File: src/raer_pkg.sv
package raer_pkg;

  localparam int COORD_WIDTH_DEF     = 24;
  localparam int CORDIC_STAGES_DEF   = 16;
  localparam int ANGLE_FRAC_BITS_DEF = 8;

  localparam int ACC_FRAC   = 24;   // fraction bits of the angle accumulator
  localparam int ATAN_LEN   = 30;
  localparam int NORM_EXP   = 56;   // normalize until max magnitude reaches 2^55 (stays below 2^56)
  localparam int NORM_STEPS = 6;    // shifts of 32, 16, 8, 4, 2, 1
  localparam int CORD_W     = 64;
  localparam int ZW         = 34;   // accumulator incl. half-turn base

  localparam int PITCH_W = 16;
  localparam int YAW_W   = 17;
  localparam int RANGE_W = 25;

  typedef enum logic [1:0] {
    BASE_NONE,
    BASE_POS,
    BASE_NEG
  } base_e;

  typedef struct packed {
    logic  y_zero;  // dx = dz = 0
    logic  y_y0;
    logic  y_x0;
    logic  y_neg;
    logic  p_y0;
    logic  p_x0;
    logic  p_neg;
    base_e base;
  } raer_flags_t;

  // atan(2^-i) in degrees with 24 fraction bits
  function automatic logic [29:0] atan_deg(input int i);
    logic [29:0] r;
    case (i)
      0:  r = 30'd754974720;
      1:  r = 30'd445687602;
      2:  r = 30'd235489088;
      3:  r = 30'd119537938;
      4:  r = 30'd60000934;
      5:  r = 30'd30029717;
      6:  r = 30'd15018523;
      7:  r = 30'd7509720;
      8:  r = 30'd3754917;
      9:  r = 30'd1877466;
      10: r = 30'd938734;
      11: r = 30'd469367;
      12: r = 30'd234684;
      13: r = 30'd117342;
      14: r = 30'd58671;
      15: r = 30'd29335;
      16: r = 30'd14668;
      17: r = 30'd7334;
      18: r = 30'd3667;
      19: r = 30'd1833;
      20: r = 30'd917;
      21: r = 30'd458;
      22: r = 30'd229;
      23: r = 30'd115;
      24: r = 30'd57;
      25: r = 30'd29;
      26: r = 30'd14;
      27: r = 30'd7;
      28: r = 30'd4;
      29: r = 30'd2;
      default: r = 30'd0;
    endcase
    return r;
  endfunction

endpackage

File: src/raer_norm_cell.sv
module raer_norm_cell import raer_pkg::*; #(
  parameter int SH = 32,
  parameter int SW = 8
) (
  input  logic                     clk_i,
  input  logic                     en_i,
  input  logic signed [CORD_W-1:0] x_i,
  input  logic signed [CORD_W-1:0] y_i,
  input  logic [SW-1:0]            side_i,
  output logic signed [CORD_W-1:0] x_q,
  output logic signed [CORD_W-1:0] y_q,
  output logic [SW-1:0]            side_q
);

  localparam logic signed [CORD_W-1:0] LIM = CORD_W'(64'sd1 <<< (NORM_EXP - SH));

  logic grow;

  // x is never negative here
  assign grow = (x_i < LIM) && (y_i < LIM) && (y_i > -LIM);

  always_ff @(posedge clk_i) begin
    if (en_i) begin
      x_q    <= grow ? (x_i <<< SH) : x_i;
      y_q    <= grow ? (y_i <<< SH) : y_i;
      side_q <= side_i;
    end
  end

endmodule

File: config.mk
export PLATFORM = sky130hd
export DESIGN_NAME = raer_norm_cell
export DESIGN_NICKNAME = d
export VERILOG_FILES = /design/src/raer_pkg.sv /design/src/raer_norm_cell.sv
export SDC_FILE = /design/constraint.sdc
export NUM_CORES = 1
export LEC_CHECK = 0
export CELL_PAD_IN_SITES_DETAIL_PLACEMENT = 1
export CELL_PAD_IN_SITES_GLOBAL_PLACEMENT = 1
export CORE_MARGIN = 2
export CORE_UTILIZATION = 50
export CTS_CLUSTER_DIAMETER = 40
export DETAILED_ROUTE_END_ITERATION = 7
export DONT_BUFFER_PORTS = 1
export PLACE_DENSITY_LB_ADDON = 0.1
export SLEW_MARGIN = 20
export SYNTH_ARGS = -nofsm -noshare
export SYNTH_HDL_FRONTEND = slang
export SYNTH_SLANG_ARGS = --single-unit
export TNS_END_PERCENT = 10
File: constraint.sdc
create_clock -name clk_i -period 2.8 [get_ports clk_i]
set_input_delay 0.42 -clock clk_i [delete_from_list [all_inputs] [get_ports clk_i]]
set_output_delay 0.42 -clock clk_i [all_outputs]
set_load 0.005 [all_outputs]
* Word-level counts from Yosys, hierarchy flattened
Cells that the tools add are included.
Storage, ports and cells: register bits after elaboration 136, input bits 138, output and inout bits 136, word-level logic and storage cells 12
Cells by class: order comparisons 3, muxes and demuxes 2, reductions and logical operators 2
Operator list (count):
- < comparator 64 x 26 -> 1 bit (second input constant) | 2
- 2-to-1 mux 64 bit | 2
- greater-than comparator 64 x 25 -> 1 bit (second input constant) | 1
- logical AND 1 bit | 2

* Logic depth before layout (Yosys ltp)
depth in word-level cells 4, gate-level depth with buffers 8, depth with buffers taken out 6

* Least setup slack after synthesis
No wires, ideal clock.
path kind in2reg, start point input port y_i[42], end point register x_q[51], data pin, library setup time 0.260 ns, data arrival time 1.881 ns, required time 2.540 ns, path slack 0.659 ns, stages on the path 8, path buffers 2, path through nor4_1 -> nand4_1 -> nor3_1 -> a31oi_1 -> o221ai_2 -> buf_6 -> buf_6 -> mux2_4
On the way: cells in the longest elaborated chain, start to end 4, elaborated cells between the ends (all ways) 5, classes of those cells 2 x order compare; 1 x mux; 2 x reduce/logical
Ends and longest elaborated chain:
- start: declaration | RTL line raer_norm_cell.sv:8 | input logic signed [CORD_W-1:0] y_i,
- < comparator 64 x 26 -> 1 bit | RTL line raer_norm_cell.sv:20 | assign grow = (x_i < LIM) && (y_i < LIM) && (y_i > -LIM);
- logical AND 1 bit | RTL line raer_norm_cell.sv:20
- logical AND 1 bit * | RTL line raer_norm_cell.sv:20
- 2-to-1 mux 64 bit * | RTL line raer_norm_cell.sv:24 | x_q <= grow ? (x_i <<< SH) : x_i;
- end signal: assignment | RTL line raer_norm_cell.sv:24
- end: declaration | RTL line raer_norm_cell.sv:10 | output logic signed [CORD_W-1:0] x_q,
Mark *: on every way between the ends. The rest lies on a longest branch, timed or not. A chain may end at the register's enable or synchronous reset.

* Worst setup path after layout
start point input port x_i[47], end point register y_q[40], data pin
On the way: cells in the longest elaborated chain, start to end 4
Ends and longest elaborated chain:
- start: declaration | RTL line raer_norm_cell.sv:7 | input logic signed [CORD_W-1:0] x_i,
- < comparator 64 x 26 -> 1 bit | RTL line raer_norm_cell.sv:20
- logical AND 1 bit (2 in series) | RTL line raer_norm_cell.sv:20
- 2-to-1 mux 64 bit | RTL line raer_norm_cell.sv:25 | y_q <= grow ? (y_i <<< SH) : y_i;
- end signal: assignment | RTL line raer_norm_cell.sv:25
- end: declaration | RTL line raer_norm_cell.sv:11 | output logic signed [CORD_W-1:0] y_q,
Every way passes these cells.

==> out/results.txt <==
Fin cells = 485
Area growth from synthesis to layout = 13.3%
Xor/xnor share of the synthesized area = 0%
Antenna-violating nets left = 0
CP endpoint kind = flop
Fin. max-slew vios = 0
Unrepaired setup endpoints after global routing = no
Hold Path Stages = 0
Core area = 11000 um2
Largest net degree at the start of global routing = 137
GRT Total Usage = 23.2%
Leading area contributor after synthesis = edfxtp_1
Synth area leaders = edfxtp_1 (72%), mux2_4 (9.5%), and2_1 (7.0%), mux2_2 (3.9%), nor4_1 (3.0%)
Largest family of logic cells by synthesized area = multiplexers
DP HPWL = 10.3 mm
HP Start = y_i[60]
Vias in the first global route = 3240
Crit-path leading delay family = simple AND/OR/NAND/NOR gates
Post-CTS Hold Fix Bufs = 0
Post-synth top cells = edfxtp_1 (136), and2_1 (64), mux2_4 (36), nor4_1 (27), mux2_2 (20)
Setup crit start kind = primary input
Initial Util = 51.9%
Layout cells sized above 1 = 26.1%
Final WL = 14.4 mm
Slowest CP cell = nor4_1
H-tree levels = 4
HP Class = in -> reg
CP bufs+invs = 2
Fill count = 958
Max Root-Sink Buffers = 2
Ports = 274
Ys flop type = edfxtp_1
Worst rel slew slack = 59.4%
Clock root buffer = clkbuf_16
Num CTS Buffers = 17
Synth cell types = 18
Final Cycle Share = 78.9%
Synth top area share = 71.6%
TritonCTS clock tree = yes
Vias per cell = 6.18
Most frequent CP cell = buf_4
Setup_tns = 0 ns
Post-DR wirelength/cell = 29.8 um
Max Clk Rate = 453 MHz
Std-Cell Rows = 38
Avg Inst Size Synth = 17.3 um2
Critical Path AT = 2.37 ns
Diodes inserted = 0
Mapped Nets = 467
Die X = 111 um
Count leader, synth = edfxtp_1
Peak VDD IR = 0.619 mV
Mux cell area share after synthesis = 13.4%
Final Hold Fails = 0
Mapped Area = 5700 um2
Post-CTS sizing = 0
Buffers on Ports = 0
Total grt overflow = 0
Cells after Synth = 329
Min Tclk post-route = 2.21 ns
# setup viols final = 0
Post-synthesis sequential area ratio = 71.6%
Kind of critical path = in -> reg
WHS Endpoint = y_q[60]
Crit path max fanout = 27
Status = completed
Critical path cell sequence = nor4_1 -> nand4_1 -> nor3_1 -> buf_4 -> o221ai_4 -> buf_4 -> mux2_4
Initial antenna violation count = 0
Cell Area, Placed = 5820 um2
PD cells = 782 nW/um2
Pleak = 0.00227 uW
Die ar. = 12300 um2
Post-synthesis compound-gate area fraction = 0.505%
Setup bufs post-CTS = 0
Cell count after placement = 453
Initial DRC count = 194
#FFs+latches synth = 136
YS warnings = 0
CP Data Required Time = 2.96 ns
Design area = 6460 um2
First-pass GRT wire length = 21.0 mm
Nets = 470
Adder-cell area share of the yosys netlist = 0%
Worst-Margin Slew = 0.603 ns
Clock transition at path regs = 0.06 ns
Residual DRC count = 0
Routability Congestion = 0.791
Async SR Flop Fraction = 0%
Chip height = 111 um
Vias = 2998
Overall power = 5050 uW
Post-synth EDFFs = 136
Sink Count = 136
Max-cap check violation count = 0
Largest stage delay on the critical path = 0.54 ns
Initial DRT Pass Iterations = 4
Simple-gate share of the synthesized area = 12.2%
==> power by group <==
group | internal, uW | switching [uW] | leakage (uW)
clock | 1570 | 842 | 0.000298
sequential | 2430 | 103 | 0.00133
combinational | 74.2 | 30.6 | 0.000645
==> sequential cells by signal, indices dropped and copies added, names as in the netlist <==
register and flops:
side_q 8, y_q 64, x_q 64
==> cells in the final DEF, fill, tap and decap left out <==
cell | synthesis | routed
a31oi_1 | 1 | 1
and2_1 | 64 | 64
and4_1 | 1 | 1
buf_12 | 0 | 2
buf_4 | 0 | 3
bufinv_16 | 0 | 5
clkbuf_1 | 8 | 2
clkbuf_16 | 0 | 17
clkinv_1 | 0 | 2
clkinv_2 | 0 | 1
clkinv_4 | 0 | 2
clkinvlp_4 | 0 | 3
edfxtp_1 | 136 | 136
mux2_2 | 20 | 20
mux2_4 | 36 | 36
nand2_1 | 2 | 2
nand3_1 | 1 | 1
nand4_1 | 14 | 14
nor2_1 | 1 | 1
nor3_1 | 3 | 3
nor4_1 | 27 | 27
o221ai_4 | 0 | 1
o31ai_1 | 1 | 1
==> metrics by stage <==
stage	hold WS (ns)	utilization, %	setup WS, ns
after floorplan	0.519	-	0.659
after global placement	0.519	53.0	0.160
after detailed placement	0.519	53.0	0.166
after CTS	0.0797	58.8	0.596
after global routing	0.0790	58.8	0.406
final	0.101	58.8	0.590
==> layer usage <==
metal | global-route usage (%) | vias up | wire length [um] | share of wire (%)
li1 | - | 1279 | - | -
met1 | 25.7 | 1489 | 5130 | 36
met2 | 38.4 | 208 | 7330 | 51
met3 | 10.9 | 22 | 1610 | 11
met4 | 10.1 | 0 | 376 | 2.6
met5 | 0 | - | 0 | 0
==> cells by family (layout without fill, tap and decap cells) <==
| family | count (synthesis) | count (layout) |
|---|---|---|
| and+or+nand+nor | 113 | 113 |
| muxes | 56 | 56 |
| AOI/OAI and AO/OA | 3 | 3 |
| DFF | 136 | 136 |
| buffers and inverters | 21 | 37 |
==> layout make-up <==
cell class	count	area, um2	share of cell area, %
clock inverter	13	203	3.14
sequential	136	4080	63.2
clock buffer	19	433	6.70
multi-input combinational	172	1500	23.3
tap	140	175	2.71
timing repair buffer	5	62.6	0.968
==> how the worst max path moves through the flow <==
stage	from	endpoint	slack, ns	cells after the start
finish	x_i[47]	y_q[40]	0.59	7
global route	y_i[62]	x_q[32]	0.41	7
CTS	y_i[62]	x_q[32]	0.60	7
detailed placement	y_i[62]	x_q[32]	0.17	7
global placement	y_i[62]	x_q[32]	0.16	7
floorplan	y_i[42]	x_q[51]	0.66	8
(Power assumes the default switching activity.)
