--- config.mk ---
export PLATFORM = sky130hd
export DESIGN_NAME = raer_sqrt_cell
export DESIGN_NICKNAME = d
export VERILOG_FILES = /design/src/raer_pkg.sv /design/src/raer_sqrt_cell.sv
export SDC_FILE = /design/constraint.sdc
export NUM_CORES = 1
export LEC_CHECK = 0
export ABC_AREA = 1
export CORE_ASPECT_RATIO = 1.2
export CORE_UTILIZATION = 45
export CTS_CLUSTER_DIAMETER = 60
export DETAILED_ROUTE_END_ITERATION = 6
export DONT_BUFFER_PORTS = 1
export GPL_TIMING_DRIVEN = 0
export SETUP_SLACK_MARGIN = 0.2
export SLEW_MARGIN = 20
export SYNTH_ARGS = -nofsm -noshare
export SYNTH_HDL_FRONTEND = slang
export SYNTH_SLANG_ARGS = --single-unit
--- constraint.sdc ---
create_clock -name clk_i -period 4 [get_ports clk_i]
set_input_delay 0.4 -clock clk_i [delete_from_list [all_inputs] [get_ports clk_i]]
set_output_delay 0.4 -clock clk_i [all_outputs]
set_load 0.01 [all_outputs]
--- src/raer_pkg.sv ---
package raer_pkg;

  localparam int COORD_WIDTH_DEF     = 24;
  localparam int CORDIC_STAGES_DEF   = 16;
  localparam int ANGLE_FRAC_BITS_DEF = 8;

  localparam int ACC_FRAC   = 24;   // fraction bits of the angle accumulator
  localparam int ATAN_LEN   = 30;
  localparam int NORM_EXP   = 56;   // normalize until max magnitude reaches 2^55 (stays below 2^56)
  localparam int NORM_STEPS = 6;    // shifts of 32, 16, 8, 4, 2, 1
  localparam int CORD_W     = 64;
  localparam int ZW         = 34;   // accumulator incl. half-turn base

  localparam int PITCH_W = 16;
  localparam int YAW_W   = 17;
  localparam int RANGE_W = 25;

  typedef enum logic [1:0] {
    BASE_NONE,
    BASE_POS,
    BASE_NEG
  } base_e;

  typedef struct packed {
    logic  y_zero;  // dx = dz = 0
    logic  y_y0;
    logic  y_x0;
    logic  y_neg;
    logic  p_y0;
    logic  p_x0;
    logic  p_neg;
    base_e base;
  } raer_flags_t;

  // atan(2^-i) in degrees with 24 fraction bits
  function automatic logic [29:0] atan_deg(input int i);
    logic [29:0] r;
    case (i)
      0:  r = 30'd754974720;
      1:  r = 30'd445687602;
      2:  r = 30'd235489088;
      3:  r = 30'd119537938;
      4:  r = 30'd60000934;
      5:  r = 30'd30029717;
      6:  r = 30'd15018523;
      7:  r = 30'd7509720;
      8:  r = 30'd3754917;
      9:  r = 30'd1877466;
      10: r = 30'd938734;
      11: r = 30'd469367;
      12: r = 30'd234684;
      13: r = 30'd117342;
      14: r = 30'd58671;
      15: r = 30'd29335;
      16: r = 30'd14668;
      17: r = 30'd7334;
      18: r = 30'd3667;
      19: r = 30'd1833;
      20: r = 30'd917;
      21: r = 30'd458;
      22: r = 30'd229;
      23: r = 30'd115;
      24: r = 30'd57;
      25: r = 30'd29;
      26: r = 30'd14;
      27: r = 30'd7;
      28: r = 30'd4;
      29: r = 30'd2;
      default: r = 30'd0;
    endcase
    return r;
  endfunction

endpackage

--- src/raer_sqrt_cell.sv ---
module raer_sqrt_cell import raer_pkg::*; #(
  parameter int NS  = 32,
  parameter int SW  = 8
) (
  input  logic                clk_i,
  input  logic                en_i,
  input  logic [2*NS-1:0]     op_i,
  input  logic [NS+1:0]       rem_i,
  input  logic [NS-1:0]       root_i,
  input  logic [SW-1:0]       side_i,
  output logic [2*NS-1:0]     op_q,
  output logic [NS+1:0]       rem_q,
  output logic [NS-1:0]       root_q,
  output logic [SW-1:0]       side_q
);

  logic [NS+3:0] rem_sh;
  logic [NS+3:0] trial;
  logic          ge;

  // bring down the next two operand bits and try root*4+1
  assign rem_sh = {rem_i, op_i[2*NS-1 -: 2]};
  assign trial  = (NS+4)'({root_i, 2'b01});
  assign ge     = (rem_sh >= trial);

  always_ff @(posedge clk_i) begin
    if (en_i) begin
      op_q   <= op_i << 2;
      rem_q  <= ge ? (NS+2)'(rem_sh - trial) : (NS+2)'(rem_sh);
      root_q <= {root_i[NS-2:0], ge};
      side_q <= side_i;
    end
  end

endmodule

---- Yosys cells after proc, flatten, opt, wreduce, memory -nomap -nowiden ----
Cells that the tools add are included.
word-level totals
  register bits ........................... 136
  bits of input ports ..................... 140
  output and inout port bits .............. 138
  word-level logic and storage cells ...... 7
cells by class
  $add $sub $neg .......................... 1
  magnitude comparators ................... 1
  multiplexer cells ....................... 1
operator list
  cell              count
  $ge A36 B34 Y1    1
  $mux W34          1
  $sub A34 B34 Y34  1

---- Logic depth before layout (Yosys ltp) ----
  word-level depth ........................ 2
  gate-level depth with buffers ........... 16
  mapped depth without buffers ............ 15

---- Least setup slack after synthesis ----
Ideal clock, no wire load.
  path kind ............................... input-to-reg
  start point ............................. in root_i[13]
  end point ............................... reg rem_q[25], data pin
  library setup time ...................... 253 ps
  data arrival time ....................... 1783 ps
  data required time ...................... 3747 ps
  slack ................................... 1964 ps
  stages .................................. 15
  path buffers ............................ 1
  cells stage by stage .................... inv_1 > ha_1 > nand2_1 > inv_1 > nand2_1 > nand2_1 > nand2_1 > nand2_1 > a21oi_1 > nand2_1 > nand2_1 > nand2_4 > buf_4 > nand3_1 > nand2_1
on the way
  longest elaborated chain between the ends .. 2
  elaborated cells between the ends (all ways) .. 3
  those cells by class .................... add/sub (1); order compare (1); mux (1)
ends and longest elaborated chain
  item                                                       line                                        source
  start: declaration                                         raer_sqrt_cell.sv:9                         input logic [NS-1:0] root_i,
  $sub A34 B34 Y34 / $ge A36 B34 Y1 (equally long branches)  raer_sqrt_cell.sv:29, raer_sqrt_cell.sv:24
  $mux W34 *                                                 raer_sqrt_cell.sv:29                        rem_q <= ge ? (NS+2)'(rem_sh - trial) : (NS+2)'(rem_sh);
  end signal: assignment                                     raer_sqrt_cell.sv:29
  end: declaration                                           raer_sqrt_cell.sv:12                        output logic [NS+1:0] rem_q,
Mark *: on every way between the ends. The rest lies on a longest branch, timed or not.
A chain may end at the register's enable or synchronous reset.

---- Final worst setup path ----
  start point ............................. in root_i[5]
  end point ............................... reg rem_q[29], data pin
Same word-level chain as after synthesis.

==> metrics.md <==
| Metric | Value |
|---|---|
| Combinational share of power | `11.8%` |
| DR DRC count | `0` |
| Vias/cell | `5.017` |
| Gpl congestion | `0.9001` |
| Clk slew on worst S/H paths | `70 ps` |
| P&R area growth vs syn | `11.97%` |
| Setup crit start | `root_i[5]` |
| Initial DRC Count | `274` |
| Area share of the largest cell type after synthesis | `57.21%` |
| Yosys reg bits | `136` |
| CTS Root Buffer Type | `clkbuf_16` |
| # IOs | `278` |
| Leading area contributor after synthesis | `edfxtp_1` |
| Initial antenna violation count | `0` |
| I/O Buffers | `0` |
| Post-synth ARST share | `0%` |
| CTS hold repair buffers | `0` |
| Design Area, Final | `7993 um^2` |
| Setup TNS Final | `0 ps` |
| WL per Instance | `17.51 um` |
| Setup Fix Bufs, Post-CTS | `0` |
| Reported max-cap violation count | `0` |
| Chip Height | `140.0 um` |
| HP Start | `root_i[2]` |
| Largest net degree at the start of global routing | `137` |
| Row count | `50` |
| Synth warnings | `0` |
| Most common cell in the netlist | `nand2_1` |
| Crit-path cells | `inv_1, ha_1, nand2_1, nor2_1, nand2_1, o21ai_0, nand2_1, nand2_1, nand2_1, nand3_1, nand2_1` |
| Worst Hold Class | `input port to flop` |
| Wire length on met2 | `9110 um` |
| Core Region | `15580 um^2` |
| Setup violators final | `0` |
| Clk pwr share | `40.4%` |
| Internal Power | `2.843 mW` |
| Leakage Power | `3.706 nW` |
| Unrepaired setup endpoints after global routing | `false` |
| Commonest cells post-synth | `288 x nand2_1, 139 x inv_1, 136 x edfxtp_1` |
| Layout cells sized above 1 | `6.626%` |
| Crit path launch type | `input port` |
| CTS sink cnt | `136` |
| Highest-delay cell along the critical path | `o21ai_0` |
| Num CTS Buffers | `17` |
| Final hold vios | `0` |
| Die area | `16370 um^2` |
| Final Max Slew Viols | `0` |
| Final HPWL DP | `14010 um` |
| Chip width | `117.0 um` |
| Syn Inst Count | `783` |
| Total Wirelength | `17910 um` |
| Critical path's most frequent cell | `nand2_1` |
| Worst Path Arrival | `2370 ps` |
| Clock Path Buffers | `2` |
| Post-synthesis sequential area ratio | `57.21%` |
| CP Capture Type | `flop` |
| Detail Route met3 WL | `1342 um` |
| Part of the power in registers | `47.7%` |
| Count of nets after finishing | `977` |
| Pwr/cell area | `491.2 nW/um^2` |
| First-pass GRT wire length | `27060 um` |
| Vias | `5132` |
| Worst VDD drop | `0.0002682 V` |
| Max Fclk | `456.0 MHz` |
| Worst hold path cell count | `0` |
| Vias in the first global route | `5171` |
| Worst Setup Slack, final | `1807 ps` |
| Largest stage delay on the critical path | `670 ps` |
| Total global routing track utilization | `22.36%` |
| Primary FF master, synth | `edfxtp_1` |
| Final period util | `54.82%` |
| Pre-CTS WS | `1386 ps` |
| Netlist cell types | `25` |
| Cell Area, Placed | `7402 um^2` |
| Syn Area/Cell | `9.116 um^2` |
| Grt ovf | `0` |
| Initial Utilization | `45.82%` |
| Post-CTS Resized | `0` |
| DR pass1 iterations | `5` |
| Sw Pwr | `1.083 mW` |
| Crit Path Max Fanout | `4` |
| Hold Path End | `root_q[3]` |
| Sw frac | `27.59%` |
| Max layer used | `met4` |
| Routed Antenna Nets | `0` |
| Worst Tran Pin Value | `834.4 ps` |
| Status | `finished, final reports clean` |
| M1 WL | `6935 um` |
| N_diodes | `0` |
| CTS HTree Levels | `4` |
| CTS tree | `yes` |
| Min cycle time layout | `2193 ps` |
| Mapped cell area | `7138 um^2` |
| Worst path required time | `4180 ps` |
| Post-synth EDFFs | `136` |
| Top cells by area, synth | `edfxtp_1 57%, nand2_1 15%, inv_1 7.3%, ha_1 6.0%, nand3_1 2.7%` |
| Critical path class | `input port to flop` |
| Final Util | `51.31%` |
| Slew headroom | `43.79%` |
[power groups by stage]
stage | registers, mW | clock network (mW) | logic [mW]
detailed placement | 1.91 | 0 | 0.463
finish | 1.87 | 1.59 | 0.464
global placement | 1.91 | 0 | 0.461
global route | 1.89 | 1.69 | 0.535
floorplan | 1.88 | 0 | 0.353
CTS | 1.88 | 1.63 | 0.466
[worst max path at each step]
stage                end  slack [ps]
3_3_place_gp   rem_q[29]        1360
2_1_floorplan  rem_q[25]        1960
4_1_cts        rem_q[29]        1850
3_5_place_dp   rem_q[29]        1390
6_report       rem_q[29]        1810
5_1_grt        rem_q[29]        1640
[worst max-delay path, delay by kind of cell]
kind                     cells  cell delay [ps]
AO/OA/AOI/OAI                1              670
adder cells (fa/ha/maj)      1              340
buffers and inverters        1               20
AND/OR/NAND/NOR              8              940
[per-layer routing]
layer | GRT usage (%) | vias to the layer above
met4 | 9.927 | 0
met5 | 0 | -
met3 | 5.928 | 30
met2 | 39.05 | 220
met1 | 25.20 | 2349
li1 | - | 2533
[sequential cells by signal, indices dropped and copies added, names as in the netlist]
register and flops:
side_q 8, root_q 32, op_q 62, rem_q 34
[layout by cell type (no fill, tap or decap), drive strengths merged]
cell type  Yosys  final
a21oi         26     26
and2           3      3
buf            8      8
bufinv         0      2
clkbuf         0     17
clkinvlp       0      4
conb           1      2
edfxtp       136    136
ha            34     34
inv          140    148
nand2        291    291
nand3         39     39
nand3b         4      4
nand4          6      6
nor2          57     57
nor3           3      3
o21ai         13     13
o21bai         3      3
or2            1      1
xnor2          3      3
xor2          15     15
[per-stage QoR]
step,hold WS (ps),std cells,total power [mW]
after global placement,498.9,992,2.366
after global routing,46.30,1023,4.109
after detailed placement,498.9,992,2.369
after floorplan,498.9,784,2.235
final,67.75,1023,3.926
after CTS,47.78,1023,3.973
[final cells by class]
| class | instances | area [um^2] |
|---|---|---|
| multi-input cells | 500 | 2459 |
| clock inverters | 14 | 165.2 |
| plain buffers | 8 | 71.32 |
| clock buffers | 17 | 425.4 |
| fillers | 1464 | 7585 |
| inverters | 140 | 528.0 |
| flip-flops and latches | 136 | 4084 |
| well taps | 208 | 260.3 |
[kinds of logic (layout without fill, tap and decap cells)]
logic type | Yosys count | after routing | share of synthesized area [%]
AO/OA/AOI/OAI | 42 | 42 | 3.103
XOR/XNOR | 18 | 18 | 2.209
adder cells (fa/ha/maj) | 34 | 34 | 5.960
buffers and inverters | 148 | 179 | 8.396
flip-flops | 136 | 136 | 57.21
other | 1 | 2 | 0.05254
AND/OR/NAND/NOR | 404 | 404 | 23.07
(Power assumes the default switching activity.)
